## src/rtl/core/strongly_connected_components_macros.svh

```systemverilog
// ------------------------------------------------------------------------
// Assertion macros for the component search block.
// These wrap concurrent assertions clocked on clock and disabled in reset.
// ------------------------------------------------------------------------
`ifndef STRONGLY_CONNECTED_COMPONENTS_MACROS_SVH
`define STRONGLY_CONNECTED_COMPONENTS_MACROS_SVH
`ifndef SYNTHESIS
// Checks that a property holds at every clock edge outside reset.
`define SCC_ASSERT(lbl, prop) \
   lbl: assert property (@(posedge clock) disable iff (reset) (prop)) \
      else $error("scc check failed");
// Checks that a condition implies a consequence in the same cycle.
`define SCC_ASSERT_IMP(lbl, cond, cons) \
   lbl: assert property (@(posedge clock) disable iff (reset) (cond) |-> (cons)) \
      else $error("scc implication failed");
`else
`define SCC_ASSERT(lbl, prop)
`define SCC_ASSERT_IMP(lbl, cond, cons)
`endif
`endif

```

## src/rtl/core/scc_pkg.sv

```systemverilog
// ------------------------------------------------------------------------
// Component search package
// Shared constants, command codes and controller/datapath interfaces.
// ------------------------------------------------------------------------
package scc_pkg;
   localparam int MAX_NODES_DEF = 32;
   localparam int RESULT_CAP    = 32;
   localparam int NODE_W        = 5;
   localparam int CMD_W         = 2;
   localparam int CNT_W         = 6;

   localparam logic [CMD_W-1:0] CMD_CLEAR  = 2'd0;
   localparam logic [CMD_W-1:0] CMD_ADD    = 2'd1;
   localparam logic [CMD_W-1:0] CMD_RUN    = 2'd2;
   localparam logic [CMD_W-1:0] CMD_UNUSED = 2'd3;

   // Commands from the controller to the datapath.
   typedef struct packed {
      logic clear;
      logic add;
      logic start;
      logic enter_root;
      logic descend;
      logic skip;
      logic lowk_rd;
      logic lowk_upd;
      logic ret;
      logic pop_rd;
      logic pop_emit;
      logic frame_rd;
      logic parent_rd;
      logic parent_load;
   } ctrl_cmd_type;

   // Status from the datapath to the controller.
   typedef struct packed {
      logic root_found;
      logic scan_found;
      logic k_visited;
      logic k_onstack;
      logic k_self;
      logic is_root;
      logic depth_zero;
      logic w_is_u;
      logic out_busy;
   } dp_status_type;
endpackage

```

## src/rtl/core/strongly_connected_components.sv

```systemverilog
// Clear and add-edge requests give no result. A run scans each edge in turn, with a
// low-link read added when the neighbor is still on the stack; it tries roots, pops with
// a stack read and any wait for the result register to drain, and returns to a parent
// via frame read, parent read and parent load, since the stack and low-link RAMs read registered.
// Requests are taken only while idle; one run is in flight at a time.
// Reset is synchronous, empties the graph and sets node_count to 1.
// ------------------------------------------------------------------------
// Strongly connected components
// Loads a directed graph and finds its components depth first.
// ------------------------------------------------------------------------
module strongly_connected_components
   import scc_pkg::*;
#(
   parameter int MAX_NODES = MAX_NODES_DEF
) (
   input  logic               clock,
   input  logic               reset,
   input  logic               req_valid,
   output logic               req_ready,
   input  logic [CMD_W-1:0]   req_command,
   input  logic [NODE_W-1:0]  req_src_node,
   input  logic [NODE_W-1:0]  req_dst_node,
   output logic               rsp_valid,
   input  logic               rsp_ready,
   output logic [NODE_W-1:0]  rsp_node_index,
   output logic [NODE_W-1:0]  rsp_component_index,
   output logic               rsp_last_of_component,
   output logic               rsp_last,
   input  logic               csr_wr_en,
   input  logic [CNT_W-1:0]   csr_wr_data
);
   ctrl_cmd_type  cmd;
   dp_status_type status;

   // Sequencer.
   scc_ctrl u_ctrl (
      .clock       (clock),
      .reset       (reset),
      .req_valid   (req_valid),
      .req_command (req_command),
      .req_ready   (req_ready),
      .status      (status),
      .cmd         (cmd)
   );

   // Graph storage and walk state.
   scc_dp #(.MAX_NODES(MAX_NODES)) u_dp (
      .clock                 (clock),
      .reset                 (reset),
      .cmd                   (cmd),
      .status                (status),
      .req_src_node          (req_src_node),
      .req_dst_node          (req_dst_node),
      .csr_wr_en             (csr_wr_en),
      .csr_wr_data           (csr_wr_data),
      .rsp_valid             (rsp_valid),
      .rsp_ready             (rsp_ready),
      .rsp_node_index        (rsp_node_index),
      .rsp_component_index   (rsp_component_index),
      .rsp_last_of_component (rsp_last_of_component),
      .rsp_last              (rsp_last)
   );
endmodule

```

## src/rtl/core/scc_ram.sv

```systemverilog
// ------------------------------------------------------------------------
// Generic RAM
// One write port and one read port with registered read data.
// ------------------------------------------------------------------------
module scc_ram #(
   parameter int WIDTH = 8,
   parameter int DEPTH = 32
) (
   input  logic                     clock,
   input  logic                     wr_en,
   input  logic [$clog2(DEPTH)-1:0] wr_addr,
   input  logic [WIDTH-1:0]         wr_data,
   input  logic                     rd_en,
   input  logic [$clog2(DEPTH)-1:0] rd_addr,
   output logic [WIDTH-1:0]         rd_data
);
   logic [WIDTH-1:0] mem_ff [DEPTH];
   logic [WIDTH-1:0] rd_data_ff;

   // Write and registered read; read data holds when no read is issued.
   always_ff @(posedge clock) begin
      if (wr_en) begin
         mem_ff[wr_addr] <= wr_data;
      end
      if (rd_en) begin
         rd_data_ff <= mem_ff[rd_addr];
      end
   end

   assign rd_data = rd_data_ff;
endmodule

```

## src/rtl/core/scc_ctrl.sv

```systemverilog
// ------------------------------------------------------------------------
// Component search controller
// Sequences loading, the depth-first walk, component pops and returns.
// ------------------------------------------------------------------------
module scc_ctrl
   import scc_pkg::*;
(
   input  logic               clock,
   input  logic               reset,
   input  logic               req_valid,
   input  logic [CMD_W-1:0]   req_command,
   output logic               req_ready,
   input  dp_status_type      status,
   output ctrl_cmd_type       cmd
);
   typedef enum logic [8:0] {
      S_IDLE  = 9'b000000001,
      S_ROOT  = 9'b000000010,
      S_SCAN  = 9'b000000100,
      S_LOWK  = 9'b000001000,
      S_POPRD = 9'b000010000,
      S_POPWT = 9'b000100000,
      S_AFTER = 9'b001000000,
      S_FRAME = 9'b010000000,
      S_PLOAD = 9'b100000000
   } state_type;

   state_type state_ff, state_in;

   // Next state and command decode.
   always_comb begin
      state_in  = state_ff;
      cmd       = '0;
      req_ready = 1'b0;
      unique case (state_ff)
         S_IDLE: begin
            req_ready = 1'b1;
            if (req_valid) begin
               unique case (req_command)
                  CMD_CLEAR: cmd.clear = 1'b1;
                  CMD_ADD:   cmd.add = 1'b1;
                  CMD_RUN: begin
                     cmd.start = 1'b1;
                     state_in  = S_ROOT;
                  end
                  default: ;
               endcase
            end
         end
         S_ROOT: begin
            if (status.root_found) begin
               cmd.enter_root = 1'b1;
               state_in       = S_SCAN;
            end else begin
               state_in = S_IDLE;
            end
         end
         S_SCAN: begin
            if (status.scan_found) begin
               if (!status.k_visited) begin
                  cmd.descend = 1'b1;
               end else if (status.k_onstack && !status.k_self) begin
                  cmd.lowk_rd = 1'b1;
                  state_in    = S_LOWK;
               end else begin
                  cmd.skip = 1'b1;
               end
            end else begin
               cmd.ret  = 1'b1;
               state_in = status.is_root ? S_POPRD : S_AFTER;
            end
         end
         S_LOWK: begin
            cmd.lowk_upd = 1'b1;
            state_in     = S_SCAN;
         end
         S_POPRD: begin
            cmd.pop_rd = 1'b1;
            state_in   = S_POPWT;
         end
         S_POPWT: begin
            if (!status.out_busy) begin
               cmd.pop_emit = 1'b1;
               state_in     = status.w_is_u ? S_AFTER : S_POPRD;
            end
         end
         S_AFTER: begin
            if (status.depth_zero) begin
               state_in = S_ROOT;
            end else begin
               cmd.frame_rd = 1'b1;
               state_in     = S_FRAME;
            end
         end
         S_FRAME: begin
            cmd.parent_rd = 1'b1;
            state_in      = S_PLOAD;
         end
         S_PLOAD: begin
            cmd.parent_load = 1'b1;
            state_in        = S_SCAN;
         end
         default: state_in = S_IDLE;
      endcase
   end

   // State register.
   always_ff @(posedge clock) begin
      if (reset) begin
         state_ff <= S_IDLE;
      end else begin
         state_ff <= state_in;
      end
   end
endmodule

```

## src/rtl/core/scc_dp.sv

```systemverilog
// ------------------------------------------------------------------------
// Component search datapath
// Adjacency matrix, walk registers, stacks in RAM and the result register.
// ------------------------------------------------------------------------
`include "strongly_connected_components_macros.svh"
module scc_dp
   import scc_pkg::*;
#(
   parameter int MAX_NODES = MAX_NODES_DEF
) (
   input  logic               clock,
   input  logic               reset,
   input  ctrl_cmd_type       cmd,
   output dp_status_type      status,
   input  logic [NODE_W-1:0]  req_src_node,
   input  logic [NODE_W-1:0]  req_dst_node,
   input  logic               csr_wr_en,
   input  logic [CNT_W-1:0]   csr_wr_data,
   output logic               rsp_valid,
   input  logic               rsp_ready,
   output logic [NODE_W-1:0]  rsp_node_index,
   output logic [NODE_W-1:0]  rsp_component_index,
   output logic               rsp_last_of_component,
   output logic               rsp_last
);
   localparam int CAP   = (MAX_NODES < RESULT_CAP) ? MAX_NODES : RESULT_CAP;
   localparam int IDX_W = $clog2(CAP);
   localparam int KW    = $clog2(CAP + 1);
   localparam int FW    = IDX_W + KW;

   logic [CAP-1:0]   adj_ff [CAP];
   logic [CAP-1:0]   adj_in [CAP];
   logic [CNT_W-1:0] node_count_ff, node_count_in;
   logic [CAP-1:0]   visited_ff, visited_in;
   logic [CAP-1:0]   onstack_ff, onstack_in;
   logic [IDX_W-1:0] cur_u_ff, cur_u_in;
   logic [KW-1:0]    cur_k_ff, cur_k_in;
   logic [IDX_W-1:0] cur_low_ff, cur_low_in;
   logic [IDX_W-1:0] cur_vis_ff, cur_vis_in;
   logic [IDX_W-1:0] child_low_ff, child_low_in;
   logic             upd_ff, upd_in;
   logic [KW-1:0]    depth_ff, depth_in;
   logic [KW-1:0]    sp_ff, sp_in;
   logic [KW-1:0]    vcnt_ff, vcnt_in;
   logic [KW-1:0]    comp_ff, comp_in;
   logic [KW-1:0]    popcnt_ff, popcnt_in;
   logic             rsp_valid_ff, rsp_valid_in;
   logic [NODE_W-1:0] rsp_node_ff, rsp_node_in;
   logic [NODE_W-1:0] rsp_comp_ff, rsp_comp_in;
   logic             rsp_loc_ff, rsp_loc_in;
   logic             rsp_last_ff, rsp_last_in;

   logic [KW-1:0]    n_eff;
   logic             edge_ok;
   logic [CAP-1:0]   row_cur;
   logic             scan_found, root_found;
   logic [IDX_W-1:0] k_idx, root_idx, enter_v;
   logic [KW-1:0]    k_next, sp_dec, depth_dec;
   logic             enter;
   logic [IDX_W-1:0] low_rd, vis_rd, stk_rd, frame_node;
   logic [KW-1:0]    frame_next;
   logic [FW-1:0]    frame_rd_data;

   // Effective node count, capped at the storage size.
   assign n_eff = (node_count_ff > CNT_W'(CAP)) ? KW'(CAP) : KW'(node_count_ff);
   assign edge_ok = (CNT_W'(req_src_node) < CNT_W'(n_eff)) &&
                    (CNT_W'(req_dst_node) < CNT_W'(n_eff));

   // Lowest neighbor of the current node at or above the scan position.
   assign row_cur = adj_ff[cur_u_ff];
   always_comb begin
      scan_found = 1'b0;
      k_idx      = '0;
      for (int i = CAP - 1; i >= 0; i--) begin
         if (row_cur[i] && (KW'(i) >= cur_k_ff) && (KW'(i) < n_eff)) begin
            scan_found = 1'b1;
            k_idx      = IDX_W'(i);
         end
      end
   end

   // Lowest unvisited node for the next root.
   always_comb begin
      root_found = 1'b0;
      root_idx   = '0;
      for (int i = CAP - 1; i >= 0; i--) begin
         if (!visited_ff[i] && (KW'(i) < n_eff)) begin
            root_found = 1'b1;
            root_idx   = IDX_W'(i);
         end
      end
   end

   assign k_next    = KW'(k_idx) + 1'b1;
   assign sp_dec    = sp_ff - 1'b1;
   assign depth_dec = depth_ff - 1'b1;
   assign enter     = cmd.enter_root || cmd.descend;
   assign enter_v   = cmd.enter_root ? root_idx : k_idx;
   assign frame_node = frame_rd_data[FW-1:KW];
   assign frame_next = frame_rd_data[KW-1:0];

   // Low-link values, written when a node leaves the top of the call stack.
   scc_ram #(.WIDTH(IDX_W), .DEPTH(CAP)) u_low_ram (
      .clock   (clock),
      .wr_en   (cmd.descend || cmd.ret),
      .wr_addr (cur_u_ff),
      .wr_data (cur_low_ff),
      .rd_en   (cmd.lowk_rd || cmd.parent_rd),
      .rd_addr (cmd.lowk_rd ? k_idx : frame_node),
      .rd_data (low_rd)
   );

   // Visit numbers, written on entry.
   scc_ram #(.WIDTH(IDX_W), .DEPTH(CAP)) u_vis_ram (
      .clock   (clock),
      .wr_en   (enter),
      .wr_addr (enter_v),
      .wr_data (IDX_W'(vcnt_ff)),
      .rd_en   (cmd.parent_rd),
      .rd_addr (frame_node),
      .rd_data (vis_rd)
   );

   // Component stack of node indexes.
   scc_ram #(.WIDTH(IDX_W), .DEPTH(CAP)) u_stk_ram (
      .clock   (clock),
      .wr_en   (enter),
      .wr_addr (sp_ff[IDX_W-1:0]),
      .wr_data (enter_v),
      .rd_en   (cmd.pop_rd),
      .rd_addr (sp_dec[IDX_W-1:0]),
      .rd_data (stk_rd)
   );

   // Call frames below the top, which lives in registers.
   scc_ram #(.WIDTH(FW), .DEPTH(CAP)) u_frm_ram (
      .clock   (clock),
      .wr_en   (cmd.descend),
      .wr_addr (depth_dec[IDX_W-1:0]),
      .wr_data ({cur_u_ff, k_next}),
      .rd_en   (cmd.frame_rd),
      .rd_addr (depth_dec[IDX_W-1:0]),
      .rd_data (frame_rd_data)
   );

   // Status to the controller.
   always_comb begin
      status.root_found = root_found;
      status.scan_found = scan_found;
      status.k_visited  = visited_ff[k_idx];
      status.k_onstack  = onstack_ff[k_idx];
      status.k_self     = (k_idx == cur_u_ff);
      status.is_root    = (cur_low_ff == cur_vis_ff);
      status.depth_zero = (depth_ff == '0);
      status.w_is_u     = (stk_rd == cur_u_ff);
      status.out_busy   = rsp_valid_ff && !rsp_ready;
   end

   // Next-state logic of the datapath registers.
   always_comb begin
      adj_in        = adj_ff;
      node_count_in = node_count_ff;
      visited_in    = visited_ff;
      onstack_in    = onstack_ff;
      cur_u_in      = cur_u_ff;
      cur_k_in      = cur_k_ff;
      cur_low_in    = cur_low_ff;
      cur_vis_in    = cur_vis_ff;
      child_low_in  = child_low_ff;
      upd_in        = upd_ff;
      depth_in      = depth_ff;
      sp_in         = sp_ff;
      vcnt_in       = vcnt_ff;
      comp_in       = comp_ff;
      popcnt_in     = popcnt_ff;
      rsp_valid_in  = rsp_valid_ff;
      rsp_node_in   = rsp_node_ff;
      rsp_comp_in   = rsp_comp_ff;
      rsp_loc_in    = rsp_loc_ff;
      rsp_last_in   = rsp_last_ff;

      if (csr_wr_en) begin
         node_count_in = csr_wr_data;
      end
      if (cmd.clear) begin
         for (int i = 0; i < CAP; i++) begin
            adj_in[i] = '0;
         end
      end
      if (cmd.add && edge_ok) begin
         adj_in[req_src_node[IDX_W-1:0]][req_dst_node[IDX_W-1:0]] = 1'b1;
      end
      if (cmd.start) begin
         visited_in = '0;
         onstack_in = '0;
         depth_in   = '0;
         sp_in      = '0;
         vcnt_in    = '0;
         comp_in    = '0;
         popcnt_in  = '0;
      end
      // Entering a node makes it the new top frame.
      if (enter) begin
         visited_in[enter_v] = 1'b1;
         onstack_in[enter_v] = 1'b1;
         cur_u_in   = enter_v;
         cur_k_in   = '0;
         cur_low_in = IDX_W'(vcnt_ff);
         cur_vis_in = IDX_W'(vcnt_ff);
         vcnt_in    = vcnt_ff + 1'b1;
         sp_in      = sp_ff + 1'b1;
         depth_in   = depth_ff + 1'b1;
      end
      if (cmd.skip || cmd.lowk_rd) begin
         cur_k_in = k_next;
      end
      if (cmd.lowk_upd && (low_rd < cur_low_ff)) begin
         cur_low_in = low_rd;
      end
      if (cmd.ret) begin
         depth_in     = depth_dec;
         upd_in       = !status.is_root;
         child_low_in = cur_low_ff;
      end
      if (cmd.pop_rd) begin
         sp_in = sp_dec;
      end
      // Result register drains whenever rsp_ready is high and loads on a pop.
      if (rsp_ready) begin
         rsp_valid_in = 1'b0;
      end
      if (cmd.pop_emit) begin
         onstack_in[stk_rd] = 1'b0;
         popcnt_in    = popcnt_ff + 1'b1;
         if (status.w_is_u) begin
            comp_in = comp_ff + 1'b1;
         end
         rsp_valid_in = 1'b1;
         rsp_node_in  = NODE_W'(stk_rd);
         rsp_comp_in  = NODE_W'(comp_ff);
         rsp_loc_in   = status.w_is_u;
         rsp_last_in  = ((popcnt_ff + 1'b1) == n_eff);
      end
      // Returning to a parent restores its frame and folds in the child.
      if (cmd.parent_load) begin
         cur_u_in   = frame_node;
         cur_k_in   = frame_next;
         cur_vis_in = vis_rd;
         cur_low_in = (upd_ff && (child_low_ff < low_rd)) ? child_low_ff : low_rd;
      end
   end

   // Control registers with reset.
   always_ff @(posedge clock) begin
      if (reset) begin
         for (int i = 0; i < CAP; i++) begin
            adj_ff[i] <= '0;
         end
         node_count_ff <= CNT_W'(1);
         visited_ff    <= '0;
         onstack_ff    <= '0;
         depth_ff      <= '0;
         sp_ff         <= '0;
         vcnt_ff       <= '0;
         comp_ff       <= '0;
         popcnt_ff     <= '0;
         upd_ff        <= 1'b0;
         rsp_valid_ff  <= 1'b0;
      end else begin
         adj_ff        <= adj_in;
         node_count_ff <= node_count_in;
         visited_ff    <= visited_in;
         onstack_ff    <= onstack_in;
         depth_ff      <= depth_in;
         sp_ff         <= sp_in;
         vcnt_ff       <= vcnt_in;
         comp_ff       <= comp_in;
         popcnt_ff     <= popcnt_in;
         upd_ff        <= upd_in;
         rsp_valid_ff  <= rsp_valid_in;
      end
   end

   // Payload registers.
   always_ff @(posedge clock) begin
      cur_u_ff     <= cur_u_in;
      cur_k_ff     <= cur_k_in;
      cur_low_ff   <= cur_low_in;
      cur_vis_ff   <= cur_vis_in;
      child_low_ff <= child_low_in;
      rsp_node_ff  <= rsp_node_in;
      rsp_comp_ff  <= rsp_comp_in;
      rsp_loc_ff   <= rsp_loc_in;
      rsp_last_ff  <= rsp_last_in;
   end

   assign rsp_valid             = rsp_valid_ff;
   assign rsp_node_index        = rsp_node_ff;
   assign rsp_component_index   = rsp_comp_ff;
   assign rsp_last_of_component = rsp_loc_ff;
   assign rsp_last              = rsp_last_ff;

   // The call stack never holds more nodes than the component stack.
   `SCC_ASSERT(a_depth_le_sp, depth_ff <= sp_ff)
   // The component stack stays within its storage.
   `SCC_ASSERT(a_sp_bound, sp_ff <= KW'(CAP))
   // A pop is only emitted into a free result register.
   `SCC_ASSERT_IMP(a_emit_free, cmd.pop_emit, !(rsp_valid_ff && !rsp_ready))
endmodule

```

## config.mk

```make
export PLATFORM = sky130hd
export DESIGN_NAME = strongly_connected_components
export DESIGN_NICKNAME = d
export VERILOG_FILES = /design/src/rtl/core/scc_pkg.sv /design/src/rtl/core/strongly_connected_components.sv /design/src/rtl/core/scc_ram.sv /design/src/rtl/core/scc_ctrl.sv /design/src/rtl/core/scc_dp.sv
export VERILOG_INCLUDE_DIRS = /design/src /design/src/rtl/core
export SDC_FILE = /design/constraint.sdc
export NUM_CORES = 2
export LEC_CHECK = 0
export BUFFER_PORTS_ARGS = -buffer_cell sky130_fd_sc_hd__clkbuf_2
export CORE_ASPECT_RATIO = 1.2
export CORE_MARGIN = 2
export CORE_UTILIZATION = 25
export DETAILED_ROUTE_END_ITERATION = 10
export GPL_TIMING_DRIVEN = 0
export PLACE_DENSITY = 0.43
export SYNTH_ARGS = -nofsm -noshare
export SYNTH_HDL_FRONTEND = slang
export SYNTH_HIERARCHICAL = 1
export SYNTH_SLANG_ARGS = --single-unit
```

## constraint.sdc

```tcl
create_clock -name clock -period 13.6 [get_ports clock]
set_input_delay 2.72 -clock clock [delete_from_list [all_inputs] [get_ports clock]]
set_output_delay 2.72 -clock clock [all_outputs]
set_load 0.03 [all_outputs]
```

==> impl_metrics.ini <==
[clock_network]
htreeDepth = 4
cts_buffer_depth = 4
clock-sinks = 2028
clock_latency_ns = 0.92
cts_hold_buffers = 0
cts_root_buf = clkbuf_16
cts_resized = 0
cts_tree = done
post-cts-setup-buffers = 0
clk_pin_slew_ns = 0.06
numCtsBuffers = 220

[timing]
period_share_pct = 95.9
max_freq_mhz = 76.7
fin_hold_ws_ns = 0.473
hold_violations = 0
finalMaxSlewViolations = 43
relSlewSlack_pct = -7.03
worst_slew_pin_slew_ns = 1.61
fin_skew_ns = 0.0798
rsz0062_at_grt = false
finalSetupViolCount = 0
setup_slack_ns = 0.557
period_needed_ns = 13.04

[pwr]
finalPower_mw = 14.1
p_per_area_mw_per_mm2 = 137
swShare_pct = 27.7
combinationalPowerShare_pct = 12.2
p_int_mw = 10.2
clockPowerShare_pct = 42.1
p_leak_nw = 36.9
seqPwrFrac_pct = 45.6
switchingPower_mw = 3.91
irDropWorstVdd_uv = 110

[critical_path]
rr_endpoint = u_dp/u_stk_ram/mem_ff[8][0]$_DFFE_PP_
path_buf_inv = 13
slowest_stage = buf_2
worstPathArrival_ns = 13.55
crit_path_start_kind = register
worst-setup-path-type = register to register
timing.rr.start = u_dp/cur_u_ff[1]$_DFFE_PP_
cp_max_fo = 20
rr_worst_depth = 29
crit_family = buffers and inverters
endpoint_kind = register
r2r_slack_ns = 0.56
required_ns = 14.11
cp_slowest_stage_delay_ns = 0.84

[synthesis]
syn_area_per_cell_um2 = 11.1
syn_inst = 8024
synth_edf_count = 896
synthXorXnorAreaFrac_pct = 0.382
synth.area.mux_share_pct = 13.7
synth_top_area_share_pct = 30.1
synth_top_family_by_area = simple AND/OR/NAND/NOR gates
yosysSeqAreaShare_pct = 55.4
synth_largest_area_cell = edfxtp_1
syn_nets = 8072
synth_area_leaders = edfxtp_1, dfxtp_1, mux4_2, nor2b_1, a21oi_1
synthAdderAreaFrac_pct = 0.350
yosysMostFrequentCell = nor2_1
ys_types = 93
synth_area_mm2 = 0.0894
synth-warning-count = 6
synth_compound_area_share_pct = 10.1
synthSimpleGateAreaFrac_pct = 16.5
yosys_most_used_dff = dfxtp_1
synthArstFlopShare_pct = 0
synth_common_cells = nor2_1, a21oi_1, dfxtp_1
ys_ff_latch = 2028

[global_route]
met3_usage_pct = 3.61
met1_usage_pct = 25.1
grt_usage_pct = 20.5
grt_max_degree = 46
antenna_found_initial = 30
grt.overflow.total = 0
grt_first_pass_wirelength_mm = 526
use_met2_pct = 33.8
grt_busiest_layer = met2
grt_pass1_vias = 65519

[layout]
layout-drive-gt1-share_pct = 12.3
synthToLayoutAreaGrowth_pct = 15.4
finalNetCount = 8358

[run_status]
outcome = finished with violations
violations = max-capacitance violations, max-slew violations

[route]
via_per_inst = 5.11
drc = 0
routedWlPerCell_um = 29.0
ant_nets = 0
drt_iter0_drc = 7457
vias = 67481
drtPass1Iterations = 8
wirelength_mm = 383

[flow_run]
max_cap_viol_count = 4

[placement]
portBuffers = 35
gp_congestion = 0.943
hpwl_mm = 273
place_ws_ns = 0.0234

[floorplan]
die_w_um = 550
dieHeight_um = 659
dieArea_mm2 = 0.363
row_count = 240
start_util_pct = 25.1
pin_count = 37
fp.coreArea_mm2 = 0.356

[min_path]
hold_class = register to register
hold_end = u_dp/rsp_component_index[4]$_DFFE_PP_
holdPathStages = 0
min_from = u_dp/comp_ff[4]$_SDFF_PP0_
sequential cells by signal, indices dropped and copies added, names as in the netlist, 6 cells and up:
| name | flops |
|---|---|
| u_dp/onstack_ff | 32 |
| u_dp/u_stk_ram/mem_ff | 160 |
| u_dp/popcnt_ff | 6 |
| u_dp/u_frm_ram/mem_ff | 352 |
| u_dp/u_frm_ram/rd_data | 11 |
| u_dp/node_count_ff | 6 |
| u_dp/u_low_ram/mem_ff | 160 |
| u_dp/adj_ff | 1024 |
| u_dp/u_vis_ram/mem_ff | 160 |
| u_dp/cur_k_ff | 6 |
| u_dp/visited_ff | 32 |
| u_dp/depth_ff | 6 |
| u_ctrl/state_ff | 9 |
worst register-to-register path, delay by kind of cell, from the launching register on:
kind	cells	cell delay, ns
AND/OR/NAND/NOR	8	3.48
multiplexers	1	0.50
buffers and inverters	13	6.46
AO/OA/AOI/OAI	7	1.83
flip-flops	1	0.41
cells by family after synthesis:
group | Yosys count
AO/OA/AOI/OAI | 1587
XOR/XNOR | 39
buffers and inverters | 716
adder cells (fa/ha/maj) | 25
flip-flops | 2028
multiplexers | 714
AND/OR/NAND/NOR | 2915
placed cells by master, fill, tap and decap left out, types with 21 or more instances in the layout:
master | netlist | routed
clkbuf_8 | 0 | 30
mux4_2 | 403 | 403
nand2_1 | 110 | 110
o21ai_0 | 68 | 67
a31oi_1 | 21 | 21
a211oi_1 | 21 | 21
nand3b_1 | 34 | 34
mux2i_1 | 262 | 262
nand2b_1 | 82 | 82
a221oi_1 | 35 | 35
clkbuf_1 | 545 | 576
clkbuf_2 | 0 | 48
nor2_1 | 1341 | 1341
a21oi_1 | 1161 | 1161
a22oi_1 | 105 | 105
nor3_1 | 41 | 40
clkinv_1 | 1 | 23
dfxtp_1 | 1132 | 1127
nor2b_1 | 1052 | 1051
mux2_2 | 47 | 47
clkbuf_16 | 0 | 222
nand3_1 | 75 | 75
ha_1 | 25 | 25
clkinv_2 | 0 | 40
buf_6 | 28 | 30
nand4_1 | 31 | 31
buf_2 | 61 | 65
inv_1 | 38 | 38
a22o_1 | 64 | 64
edfxtp_1 | 896 | 896
power by group through the flow:
stage	Clock [mW]	Combinational, mW	Sequential (mW)
6_report	5.95	1.73	6.45
5_1_grt	6.31	1.78	6.45
4_1_cts	6.09	1.71	6.44
3_5_place_dp	0	1.71	6.58
3_3_place_gp	0	1.65	6.60
2_1_floorplan	0	0.884	6.56
worst max-delay path by stage:
stage / to / startpoint / cells past startpoint / slack (ns)
detailed placement: u_dp/u_stk_ram/mem_ff[6][3]$_DFFE_PP_ / u_dp/cur_u_ff[1]$_DFFE_PP_ / 27 / 0.02
finish: u_dp/u_stk_ram/mem_ff[8][0]$_DFFE_PP_ / u_dp/cur_u_ff[1]$_DFFE_PP_ / 29 / 0.56
global route: u_dp/u_vis_ram/mem_ff[8][1]$_DFFE_PP_ / u_dp/cur_u_ff[1]$_DFFE_PP_ / 29 / 0.20
CTS: u_dp/u_vis_ram/mem_ff[8][1]$_DFFE_PP_ / u_dp/cur_u_ff[1]$_DFFE_PP_ / 28 / 0.01
floorplan: u_dp/u_low_ram/rd_data[0]$_DFFE_PP_ / u_dp/cur_u_ff[1]$_DFFE_PP_ / 28 / 6.15
global placement: u_dp/u_stk_ram/mem_ff[0][2]$_DFFE_PP_ / u_dp/cur_u_ff[1]$_DFFE_PP_ / 25 / -1.25
stage by stage:
step | cells | area, µm² | utilization, % | TNS, ns
after global placement | 12778 | 95500 | 26.8 | -370.48
after global routing | 13202 | 103000 | 29.0 | 0
after floorplan | 8024 | 89400 | - | 0
after CTS | 13199 | 103000 | 29.0 | 0
after detailed placement | 12807 | 96200 | 27.0 | 0
final | 13210 | 103000 | 29.0 | 0
routing by layer:
layer  wire length [µm]  vias up
met5                 79        -
met1             150000    34477
met4              25400       12
li1                   -    29186
met2             179000     3030
met3              28300      776
area by class of cell:
cell class,count,area [µm²]
diodes,11,27.5
plain buffers,673,3040
clock buffers,296,6130
clock inverters,96,805
fillers,36851,253000
inverters,43,161
multi-input cells,5280,36800
flip-flops and latches,2028,49600
well taps,4719,5900
repair buffers,64,798
No activity file was read; power rests on OpenSTA's default activity.
